**src/rtl/core/bmf_pkg.sv**
```systemverilog
package bmf_pkg;

  localparam int MAX_SIZE   = 256;
  localparam int STORE_ROWS = 8;
  localparam int WIN_RADIUS = 3;
  localparam int WIN_TAPS   = 2 * WIN_RADIUS + 1;
  localparam int POS_W      = $clog2(MAX_SIZE) + 1;
  localparam int COL_W      = $clog2(MAX_SIZE);
  localparam int SLOT_W     = $clog2(STORE_ROWS);
  localparam int ADDR_W     = SLOT_W + COL_W;
  localparam int MEM_DEPTH  = STORE_ROWS * MAX_SIZE;
  localparam int SUM_W      = 14;
  localparam int TAP_W      = $clog2(WIN_TAPS);
  localparam int RECIP_SHIFT = 20;
  localparam int RECIP_W    = 15;
  localparam logic [RECIP_W-1:0] RECIP_49 = RECIP_W'(((1 << RECIP_SHIFT) / 49) + 1);
  localparam int PROD_W     = SUM_W + RECIP_W;
  localparam int MIN_SIZE   = 4;

  localparam logic [POS_W-1:0] SIZE_RESET = POS_W'(MAX_SIZE);

  // one output pixel to compute
  typedef struct packed {
    logic [POS_W-1:0] row;
    logic [POS_W-1:0] col;
    logic [POS_W-1:0] size;
    logic             last;
  } bmf_job_t;

  // line store write request
  typedef struct packed {
    logic              en;
    logic [ADDR_W-1:0] addr;
    logic [7:0]        data;
  } bmf_wr_t;

  // reflect-101 mirroring of a coordinate
  function automatic logic [COL_W-1:0] bmf_mirror(input logic [POS_W+1:0] x,
                                                  input logic [POS_W-1:0] n);
    logic signed [POS_W+1:0] v;
    logic signed [POS_W+1:0] top;
    v   = $signed(x);
    top = $signed({2'b00, n}) - (POS_W+2)'(1);
    if (v < 0) v = -v;
    if (v > top) v = (top <<< 1) - v;
    return v[COL_W-1:0];
  endfunction

endpackage

```
**src/rtl/core/bmf_queue.sv**
```systemverilog
module bmf_queue (
  input  logic              clk_i,
  input  logic              rst_ni,
  input  logic              push_i,
  input  bmf_pkg::bmf_job_t push_data_i,
  output logic              full_o,
  input  logic              pop_i,
  output bmf_pkg::bmf_job_t pop_data_o,
  output logic              empty_o
);
  import bmf_pkg::*;

  bmf_job_t   slot_q [2];
  logic       wptr_q, rptr_q;
  logic [1:0] cnt_q;

  assign full_o     = (cnt_q == 2'd2);
  assign empty_o    = (cnt_q == 2'd0);
  assign pop_data_o = slot_q[rptr_q];

  // hold jobs between front and back
  always_ff @(posedge clk_i or negedge rst_ni) begin
    if (!rst_ni) begin
      wptr_q <= 1'b0;
      rptr_q <= 1'b0;
      cnt_q  <= 2'd0;
    end else begin
      if (push_i) wptr_q <= ~wptr_q;
      if (pop_i) rptr_q <= ~rptr_q;
      cnt_q <= cnt_q + 2'(push_i) - 2'(pop_i);
    end
  end

  always_ff @(posedge clk_i) begin
    if (push_i) slot_q[wptr_q] <= push_data_i;
  end
endmodule

```
**config.mk**
```make
export PLATFORM = sky130hd
export DESIGN_NAME = bmf_queue
export DESIGN_NICKNAME = d
export VERILOG_FILES = /design/src/rtl/core/bmf_pkg.sv /design/src/rtl/core/bmf_queue.sv
export SDC_FILE = /design/constraint.sdc
export NUM_CORES = 1
export LEC_CHECK = 0
export ABC_AREA = 1
export BUFFER_PORTS_ARGS = -buffer_cell sky130_fd_sc_hd__buf_4
export CAP_MARGIN = 10
export CORE_ASPECT_RATIO = 0.6
export CORE_MARGIN = 4
export CORE_UTILIZATION = 25
export CTS_BUF_LIST = sky130_fd_sc_hd__clkbuf_8
export CTS_CLUSTER_SIZE = 10
export DETAILED_ROUTE_END_ITERATION = 6
export GPL_TIMING_DRIVEN = 0
export PLACE_DENSITY = 0.43
export SLEW_MARGIN = 20
export SYNTH_ARGS = -nofsm -noshare
export SYNTH_HDL_FRONTEND = slang
export SYNTH_SLANG_ARGS = --single-unit
```
**constraint.sdc**
```tcl
create_clock -name clk_i -period 3.1 [get_ports clk_i]
set_input_delay 0.93 -clock clk_i [delete_from_list [all_inputs] [get_ports clk_i]]
set_output_delay 0.93 -clock clk_i [all_outputs]
set_load 0.01 [all_outputs]
```
==> reports/results.tsv <==
metric	value	unit
status	complete, no violations	
EDFF count, synth	56	
fin cells	360	
CTS H-tree depth	3	
CTS Root Cell	clkbuf_8	
core area	8750	um2
Post-Route Utilization	0.354	
cell depth of the worst setup path	3	
Async SR Flop Fraction	0.0667	
Tot GR Track Use	0.0957	
Iteration-0 DRC Markers	45	
clock share of power	0.202	
synth unique cells	15	
Worst path top cell family by delay	buffers and inverters	
Max IR drop VDD	0.324	mV
clock sinks	60	
Leak	0.00133	uW
fin crit share	0.798	
vias in the first global route	1431	
GRT overflow	0	
worst hold path class	in2async	
largest net degree at the start of global routing	29	
number of buffers added on ports	61	
synth top area cells	edfxtp_1 73%, inv_1 5.7%, nand2_1 5.5%	
row count	26	
CP max stage delay	0.43	ns
Final ANT Viol Nets	0	
Worst Setup EP	pop_data_o[8]	
nets	278	
Required @ worst endpoint	2.17	ns
Mapped Cells	171	
count leader, synth	edfxtp_1	
placed inst area	2950	um2
Mapped Nets	205	
Starting Density	0.265	
dpl cells	345	
drt wl/cell	13.2	um
slowest stage cell, crit path	clkbuf_1	
Cell Int Power	1810	uW
minimum clock period	2.47	ns
Final Slew Violations	0	
Setup violations, final	0	
crit end category	primary output	
antenna violations before repair	0	
Rel. slew slack	0.571	
final clock skew	0.00798	ns
Mean Syn Cell Area	13.5	um2
routability congestion estimate	0.658	
Sw Pwr	871	uW
Via-to-Cell Ratio	3.84	
register area share after synthesis	0.769	
Yosys reg bits	60	
cts hold-fix bufs	0	
Die Footprint	10900	um2
height of the die	82.6	um
FILL cells	878	
logic gate share of total power	0.376	
Reg clk slew, reported paths	0.06	ns
ANT cells	0	
synth-to-layout area growth	33.8	%
clock buffers created by TritonCTS	9	
synth warn	0	
clock tree from TritonCTS	done	
Main synth FF type	edfxtp_1	
synth cell count leaders	56 x edfxtp_1, 35 x inv_1, 34 x nand2_1	
sw frac	0.325	
worst path bufs/invs	2	
hold_ws	0.379	ns
Mapped Area	2320	um2
drt drc	0	
cells along the critical path	clkbuf_1, o21ai_0, buf_4	
Yosys top cell area share	0.726	
share of cells above drive strength 1	0.327	
chip width	132	um
clk_lat worst skew	0.33	ns
I/O pin count	62	
reg2reg start	wptr_q$_DFFE_PN0P_	
RSZ-0062 raised after global routing	no	
f_max	404	MHz
DR vias	1384	
hpwl dp	3.29	mm
Reg2Reg Depth	2	
max_cap viols	0	
WP data arrival	1.54	ns
first-pass GRT wire length	7.56	mm
pwr/cell area	865	nW/um2
final-report hold violation count	0	
Tightest Pin Transition	0.642	ns
first-pass iteration count of the detailed router	4	
Setup Buffers After CTS	0	
design area	3100	um2
CTS max path bufs	2	
post-cts sizing count	0	
CP Launch Type	register	
CP startpoint	rptr_q$_DFFE_PN0P_	
post-synth top area cell	edfxtp_1	
CP max FO	10	
Setup CP Type	reg2out	
Seq pwr share	0.423	
FF-to-FF End	slot_q[0][2]$_DFFE_PP_	
R2R Setup Slk	1.72	ns
final wirelength	4.75	mm
## routing by layer
layer / vias to the layer above / GRT usage / wire length [um]
li1: 711 / - / -
met1: 623 / 0.118 / 2350
met2: 48 / 0.134 / 1950
met3: 2 / 0.0593 / 428
met4: 0 / 0.0405 / 19
met5: - / 0 / 0
## worst reg2reg max path, cell delays in order (launching register included)
cell     delay, ns
dfrtp_1       0.43
nor2_4        0.42
buf_16        0.22
## through the flow
step	setup TNS [ns]	power, uW	worst slack (ns)
final	0	2680	0.627
after global routing	0	2890	0.407
after CTS	0	2750	0.534
after detailed placement	0	2190	0.932
after global placement	-13.12	2160	-0.472
after floorplan	0	1660	0.534
## flip-flops by register name (all words and copies together), names as in the netlist
signal / count
slot_q: 56
cnt_q: 2
rptr_q: 1
wptr_q: 1
## placed cells by master, fill, tap and decap left out, drive strengths merged
cell / instances
inv: 37
nor2: 3
dfrtp: 4
clkbuf: 11
edfxtp: 56
buf: 66
o21ai: 28
nand2: 34
clkinv: 4
ha: 2
nand3: 1
xor2: 2
## power by group through the flow
| stage | logic (uW) | registers [uW] | clock network (uW) |
|---|---|---|---|
| detailed placement | 1040 | 1150 | 0 |
| floorplan | 520 | 1140 | 0 |
| global placement | 1010 | 1150 | 0 |
| CTS | 1040 | 1140 | 570 |
| global route | 1130 | 1150 | 608 |
| finish | 1010 | 1130 | 540 |
## how the worst min path moves through the flow
stage / end / slack [ns] / depth (start not counted)
after floorplan: wptr_q$_DFFE_PN0P_ / 0.46 / 1
after global placement: wptr_q$_DFFE_PN0P_ / 0.48 / 1
after detailed placement: wptr_q$_DFFE_PN0P_ / 0.54 / 1
after CTS: cnt_q[1]$_DFF_PN0_ / 0.35 / 1
after global routing: cnt_q[1]$_DFF_PN0_ / 0.35 / 1
final: wptr_q$_DFFE_PN0P_ / 0.38 / 1
## cell type report
type | count | area [um2] | area share
timing repair buffer | 62 | 485 | 0.157
inverter | 35 | 131 | 0.0424
multi-input combinational | 70 | 342 | 0.110
tap | 112 | 140 | 0.0452
sequential | 60 | 1780 | 0.575
clock inverter | 6 | 25.0 | 0.00808
clock buffer | 9 | 124 | 0.0400
buffer | 6 | 68.8 | 0.0222
## kinds of logic after synthesis
kind of cell               after synthesis  synth area share
DFF                                     60             0.769
buffers and inverters                   41            0.0864
and+or+nand+nor                         38            0.0621
AOI/OAI and AO/OA                       28            0.0638
xor gates and xnor gates                 2           0.00756
adders and majority gates                2            0.0108
Note: power is estimated with default switching activity, not from simulation.
