`config.mk`:
```
export PLATFORM = sky130hd
export DESIGN_NAME = bmf_front
export DESIGN_NICKNAME = d
export VERILOG_FILES = /design/src/rtl/core/bmf_pkg.sv /design/src/rtl/core/bmf_front.sv
export SDC_FILE = /design/constraint.sdc
export NUM_CORES = 1
export LEC_CHECK = 0
export BUFFER_PORTS_ARGS = -buffer_cell sky130_fd_sc_hd__buf_4
export CAP_MARGIN = 0
export CORE_UTILIZATION = 29
export CTS_BUF_LIST = sky130_fd_sc_hd__clkbuf_2 sky130_fd_sc_hd__clkbuf_4 sky130_fd_sc_hd__clkbuf_8
export DETAILED_ROUTE_END_ITERATION = 12
export SLEW_MARGIN = 30
export SYNTH_ARGS = -nofsm -noshare
export SYNTH_HDL_FRONTEND = slang
export SYNTH_SLANG_ARGS = --single-unit
```
`constraint.sdc`:
```
create_clock -name clk_i -period 7.08 [get_ports clk_i]
set_clock_uncertainty 0.15 [all_clocks]
set_input_delay 1.416 -clock clk_i [delete_from_list [all_inputs] [get_ports clk_i]]
set_output_delay 1.416 -clock clk_i [all_outputs]
set_load 0.02 [all_outputs]
```
`src/rtl/core/bmf_pkg.sv`:
```
package bmf_pkg;

  localparam int MAX_SIZE   = 256;
  localparam int STORE_ROWS = 8;
  localparam int WIN_RADIUS = 3;
  localparam int WIN_TAPS   = 2 * WIN_RADIUS + 1;
  localparam int POS_W      = $clog2(MAX_SIZE) + 1;
  localparam int COL_W      = $clog2(MAX_SIZE);
  localparam int SLOT_W     = $clog2(STORE_ROWS);
  localparam int ADDR_W     = SLOT_W + COL_W;
  localparam int MEM_DEPTH  = STORE_ROWS * MAX_SIZE;
  localparam int SUM_W      = 14;
  localparam int TAP_W      = $clog2(WIN_TAPS);
  localparam int RECIP_SHIFT = 20;
  localparam int RECIP_W    = 15;
  localparam logic [RECIP_W-1:0] RECIP_49 = RECIP_W'(((1 << RECIP_SHIFT) / 49) + 1);
  localparam int PROD_W     = SUM_W + RECIP_W;
  localparam int MIN_SIZE   = 4;

  localparam logic [POS_W-1:0] SIZE_RESET = POS_W'(MAX_SIZE);

  // one output pixel to compute
  typedef struct packed {
    logic [POS_W-1:0] row;
    logic [POS_W-1:0] col;
    logic [POS_W-1:0] size;
    logic             last;
  } bmf_job_t;

  // line store write request
  typedef struct packed {
    logic              en;
    logic [ADDR_W-1:0] addr;
    logic [7:0]        data;
  } bmf_wr_t;

  // reflect-101 mirroring of a coordinate
  function automatic logic [COL_W-1:0] bmf_mirror(input logic [POS_W+1:0] x,
                                                  input logic [POS_W-1:0] n);
    logic signed [POS_W+1:0] v;
    logic signed [POS_W+1:0] top;
    v   = $signed(x);
    top = $signed({2'b00, n}) - (POS_W+2)'(1);
    if (v < 0) v = -v;
    if (v > top) v = (top <<< 1) - v;
    return v[COL_W-1:0];
  endfunction

endpackage

```
`src/rtl/core/bmf_front.sv`:
```
module bmf_front (
  input  logic                          clk_i,
  input  logic                          rst_ni,
  input  logic                          cfg_we_i,
  input  logic [bmf_pkg::POS_W-1:0]     cfg_wdata_i,
  input  logic                          in_valid_i,
  output logic                          in_ready_o,
  input  logic                          in_mode_i,
  input  logic [7:0]                    in_pixel_i,
  input  logic                          q_full_i,
  input  logic                          q_empty_i,
  input  logic                          back_idle_i,
  output logic                          q_push_o,
  output bmf_pkg::bmf_job_t             q_job_o,
  output bmf_pkg::bmf_wr_t              wr_o
);
  import bmf_pkg::*;

  logic [POS_W-1:0] size_q, n;
  logic [POS_W-1:0] in_row_q, in_col_q, out_row_q, out_col_q;
  logic [POS_W-1:0] in_row_d, in_col_d;
  logic [POS_W:0]   need_r, need_c;
  logic             wait_q, accept, wr_en, ready, last;

  // clamp frame size to the legal range
  always_comb begin
    n = size_q;
    if (size_q < POS_W'(MIN_SIZE)) n = POS_W'(MIN_SIZE);
    if (size_q > POS_W'(MAX_SIZE)) n = POS_W'(MAX_SIZE);
  end

  assign in_ready_o = !q_full_i && !wait_q;
  assign accept     = in_valid_i && in_ready_o;
  assign wr_en      = accept && !in_mode_i && (in_row_q < n);

  // advance the input position
  always_comb begin
    in_row_d = in_row_q;
    in_col_d = in_col_q;
    if (wr_en) begin
      in_col_d = in_col_q + POS_W'(1);
      if (in_col_d >= n) begin
        in_col_d = '0;
        in_row_d = in_row_q + POS_W'(1);
      end
    end
  end

  // decide whether the next output window is complete
  always_comb begin
    need_r = {1'b0, out_row_q} + (POS_W+1)'(WIN_RADIUS);
    if (need_r > {1'b0, n} - (POS_W+1)'(1)) need_r = {1'b0, n} - (POS_W+1)'(1);
    need_c = {1'b0, out_col_q} + (POS_W+1)'(WIN_RADIUS);
    if (need_c > {1'b0, n} - (POS_W+1)'(1)) need_c = {1'b0, n} - (POS_W+1)'(1);
    ready = (out_row_q < n) &&
            (({1'b0, in_row_d} > need_r) ||
             (({1'b0, in_row_d} == need_r) && ({1'b0, in_col_d} > need_c)));
    last  = (out_row_q == n - POS_W'(1)) && (out_col_q == n - POS_W'(1));
  end

  assign q_push_o      = accept && ready;
  assign q_job_o.row   = out_row_q;
  assign q_job_o.col   = out_col_q;
  assign q_job_o.size  = n;
  assign q_job_o.last  = last;
  assign wr_o.en       = wr_en;
  assign wr_o.addr     = {in_row_q[SLOT_W-1:0], in_col_q[COL_W-1:0]};
  assign wr_o.data     = in_pixel_i;

  // hold counters; block new items after frame end until the back drains
  always_ff @(posedge clk_i or negedge rst_ni) begin
    if (!rst_ni) begin
      size_q    <= SIZE_RESET;
      in_row_q  <= '0;
      in_col_q  <= '0;
      out_row_q <= '0;
      out_col_q <= '0;
      wait_q    <= 1'b0;
    end else if (cfg_we_i) begin
      size_q    <= cfg_wdata_i;
      in_row_q  <= '0;
      in_col_q  <= '0;
      out_row_q <= '0;
      out_col_q <= '0;
      wait_q    <= 1'b0;
    end else begin
      if (wait_q && q_empty_i && back_idle_i) wait_q <= 1'b0;
      if (accept) begin
        in_row_q <= in_row_d;
        in_col_q <= in_col_d;
        if (ready) begin
          if (last) begin
            in_row_q  <= '0;
            in_col_q  <= '0;
            out_row_q <= '0;
            out_col_q <= '0;
            wait_q    <= 1'b1;
          end else if (out_col_q + POS_W'(1) >= n) begin
            out_col_q <= '0;
            out_row_q <= out_row_q + POS_W'(1);
          end else begin
            out_col_q <= out_col_q + POS_W'(1);
          end
        end
      end
    end
  end
endmodule

```
==> flow_metrics.tcl <==
set metrics [dict create \
    power.leakage_nw 3.184 \
    die_y_um 144.4 \
    worstPathMaxFanout 5 \
    critical_path_arrival_ps 5310 \
    avgViaCountPerCell 5.451 \
    stdcell_count 1026 \
    route.antenna.remaining_nets 0 \
    areal_power_density_over_the_cells_nw_per_um2 107.8 \
    tritoncts "built" \
    cts_max_level 2 \
    crit_type "register to primary output" \
    cts_sinks 46 \
    dpl-instance-area_um2 6628 \
    post-synth-top-area-fraction 0.1914 \
    dieWidth_um 144.4 \
    tightest_slew_ps 766.6 \
    timing.final.max_slew_violations 0 \
    clock_insertion_delay_worst_skew_ps 330 \
    clock_path_buffers 2 \
    cts.reportedPaths.clkPinSlew_ps 100 \
    dr.pass1.iters 5 \
    num-nets-final 861 \
    postSynthRegisterBits 46 \
    wl_mm 18.99 \
    total_global_route_track_usage 0.1843 \
    yosys.area.top_type "dfrtp_1" \
    floorplan.initialDensity 0.2993 \
    critical_path_buf_inv_count 2 \
    crit_path_end_kind "primary output" \
    initial_antenna_violation_count 0 \
    dp.cells 1013 \
    synth_async_sr_flop_share 1.000 \
    grt_pass1_wl_mm 29.23 \
    post_drt_wl_per_cell_um 18.51 \
    final.fill_count 2090 \
    residual_overflow_from_global_routing 0 \
    synth_sequential_area_ratio 0.1959 \
    finalInstanceArea_um2 6890 \
    syn_inst 705 \
    startpoint_type "register" \
    final.hold.worst_slack_ps 373.3 \
    syn-mean-instance-area_um2 8.343 \
    synth.top_cells.by_count "76 x ha_1, 63 x nand2_1, 45 x dfrtp_1, 39 x inv_1" \
    crit_required_ps 5510 \
    status "finished clean" \
    worst_path_largest_cell_delay_ps 460 \
    timing.slew.headroom 0.4870 \
    min_period_ps 6876 \
    drtIter0Drc 348 \
    pin_count 75 \
    multiInputGateArea_um2 4378 \
    cts_buffers 5 \
    pin_count_of_the_biggest_net_entering_global_routing 47 \
    crit_path_cell_trace "nor4_4 > a21oi_2 > nand2_2 > ha_4 > nand2b_1 > o311ai_2 > inv_1 > ha_1 > and4_4 > o221a_2 > o21a_4 > o21ai_1 > a21boi_4 > o21ai_4 > nand2_1 > o31ai_2 > ha_1 > nor2_1 > or4_4 > nor4_4 > nand3_2 > nor2_2 > buf_4" \
    post_synthesis_instance_area_um2 5882 \
    vias 5593 \
    cpLargestDelayFamily "simple AND/OR/NAND/NOR gates" \
    vias_in_the_first_global_route 5233 \
    cts_root_buffer "clkbuf_8" \
    critPathSlowestCell "or4_4" \
    synth.area.top_cells "dfrtp_1 19%, ha_1 16%, nand2_1 4.0%" \
    post_synth_num_cell_types 94 \
    gp_routability_congestion 0.9795 \
    floorplan.core_area_um2 19650 \
    area.sequential_um2 1155 \
    setup_violations 0 \
    detailedPlacementHpwl_mm 14.59 \
    final_cycle_share 0.9712 \
    yosysMostFrequentCell "ha_1" \
    maximum_operating_frequency_ghz 0.1454 \
    placement_rows 51 \
    drive_gt1_frac 0.2326 \
    yosys_most_used_dff "dfrtp_1" \
    final_hold_viol_count 0 \
    drv_cap 0 \
    yosysWarnings 0 \
    diodes 0 \
    timing.setup.tns_ps 0 \
    flow.area_growth_from_synthesis_pct 17.15 \
    area_of_the_die_um2 20860 \
    worst_hold_path_type "register to register" \
    numPortBuffers 58 \
    worst_ir_drop_vdd_mv 0.07500 \
    synth_edf_count 0 \
    drc 0 \
]
[worst register-to-register path, delay by kind of cell, from the launching register on]
family / cells / cell delay (ps)
DFF: 1 / 430
and+or+nand+nor: 9 / 2070
buffers and inverters: 2 / 270
AOI/OAI and AO/OA: 11 / 2410
adders and majority gates: 3 / 770
[layer usage]
| layer | global-route usage | part of all wire | vias to the layer above |
|---|---|---|---|
| met4 | 0.06039 | 0.026 | 0 |
| met2 | 0.2885 | 0.44 | 171 |
| met5 | 0 | 0 | - |
| met1 | 0.2584 | 0.48 | 2644 |
| met3 | 0.02483 | 0.057 | 28 |
| li1 | - | - | 2750 |
[power breakdown]
part | leakage, nW | total [mW] | internal [mW] | switching [mW]
Combinational | 2.51 | 0.273 | 0.109 | 0.164
Clock | 0.0517 | 0.191 | 0.0831 | 0.108
Sequential | 0.619 | 0.279 | 0.270 | 0.00880
[layout by cell type, fill, tap and decap left out, types with 4 or more instances in the layout]
cell type,instances
buf_4,102
ha_1,75
nand2_1,61
dfrtp_1,43
inv_1,39
nor2_1,31
a21oi_1,30
o21ai_0,25
nand3_1,23
nor4_1,17
a22o_1,17
xnor2_1,16
xor2_1,15
o31ai_1,14
nand4_1,13
nor3_1,13
o21a_1,12
a21o_1,10
mux2i_1,10
mux2_2,10
or4_1,9
o211ai_1,8
and3_1,7
or2_2,7
o21ai_1,7
a31oi_1,7
nor2b_1,7
nand2b_1,6
clkbuf_8,6
or3_1,5
and2_1,4
a21oi_2,4
nand3b_1,4
o2111a_1,4
[path summary, 6_finish.rpt]
check	end	startpoint	cells after the start	slack [ps]
max	q_push_o	size_q[5]	23	200
min	wait_q	wait_q	2	370
max reg2reg	in_row_q[1]	size_q[5]	25	910
min reg2reg	wait_q	wait_q	2	370
max in group asynchronous	out_col_q[0]	rst_ni	1	5340
min in group asynchronous	in_row_q[4]	rst_ni	1	940
[cells by family (layout without fill, tap and decap cells)]
logic type,Yosys count,count (layout),synth area share
adder cells (fa/ha/maj),77,77,0.1634
other,1,2,0.0006376
XOR/XNOR,33,33,0.05382
buffers and inverters,98,152,0.08509
AO/OA/AOI/OAI,193,194,0.2438
AND/OR/NAND/NOR,237,237,0.2212
multiplexers,20,20,0.03616
flip-flops,46,46,0.1959
[layout make-up]
| class | instances | area share |
|---|---|---|
| flip-flops and latches | 46 | 0.1676 |
| clock buffers | 7 | 0.01307 |
| repair buffers | 103 | 0.1128 |
| inverters | 41 | 0.02234 |
| clock inverters | 1 | 0.0007263 |
| well taps | 265 | 0.04812 |
| multi-input cells | 563 | 0.6354 |
[metrics by stage]
stage | utilization | setup slack, ps | total power, mW
6_report | 0.3506 | 203.6 | 0.7426
3_5_place_dp | 0.3372 | 89.95 | 0.5415
3_3_place_gp | 0.3366 | 274.5 | 0.5398
5_1_grt | 0.3506 | -73.85 | 0.7783
2_1_floorplan | - | 5.397 | 0.4476
4_1_cts | 0.3428 | 4.856 | 0.7341
[registers in the layout (all words and copies together) (netlist names)]
| name | flops |
|---|---|
| size_q | 9 |
| wait_q | 1 |
| in_col_q | 9 |
| in_row_q | 9 |
| out_col_q | 9 |
| out_row_q | 9 |
[timing repair]
action	CTS	global route
hold buffers	0	0
gates resized for setup	5	24
buffers inserted	0	4
gates cloned	0	1
endpoints found under the setup margin	1	1
pin swaps	0	14
Power figures use the tool's default switching activity.
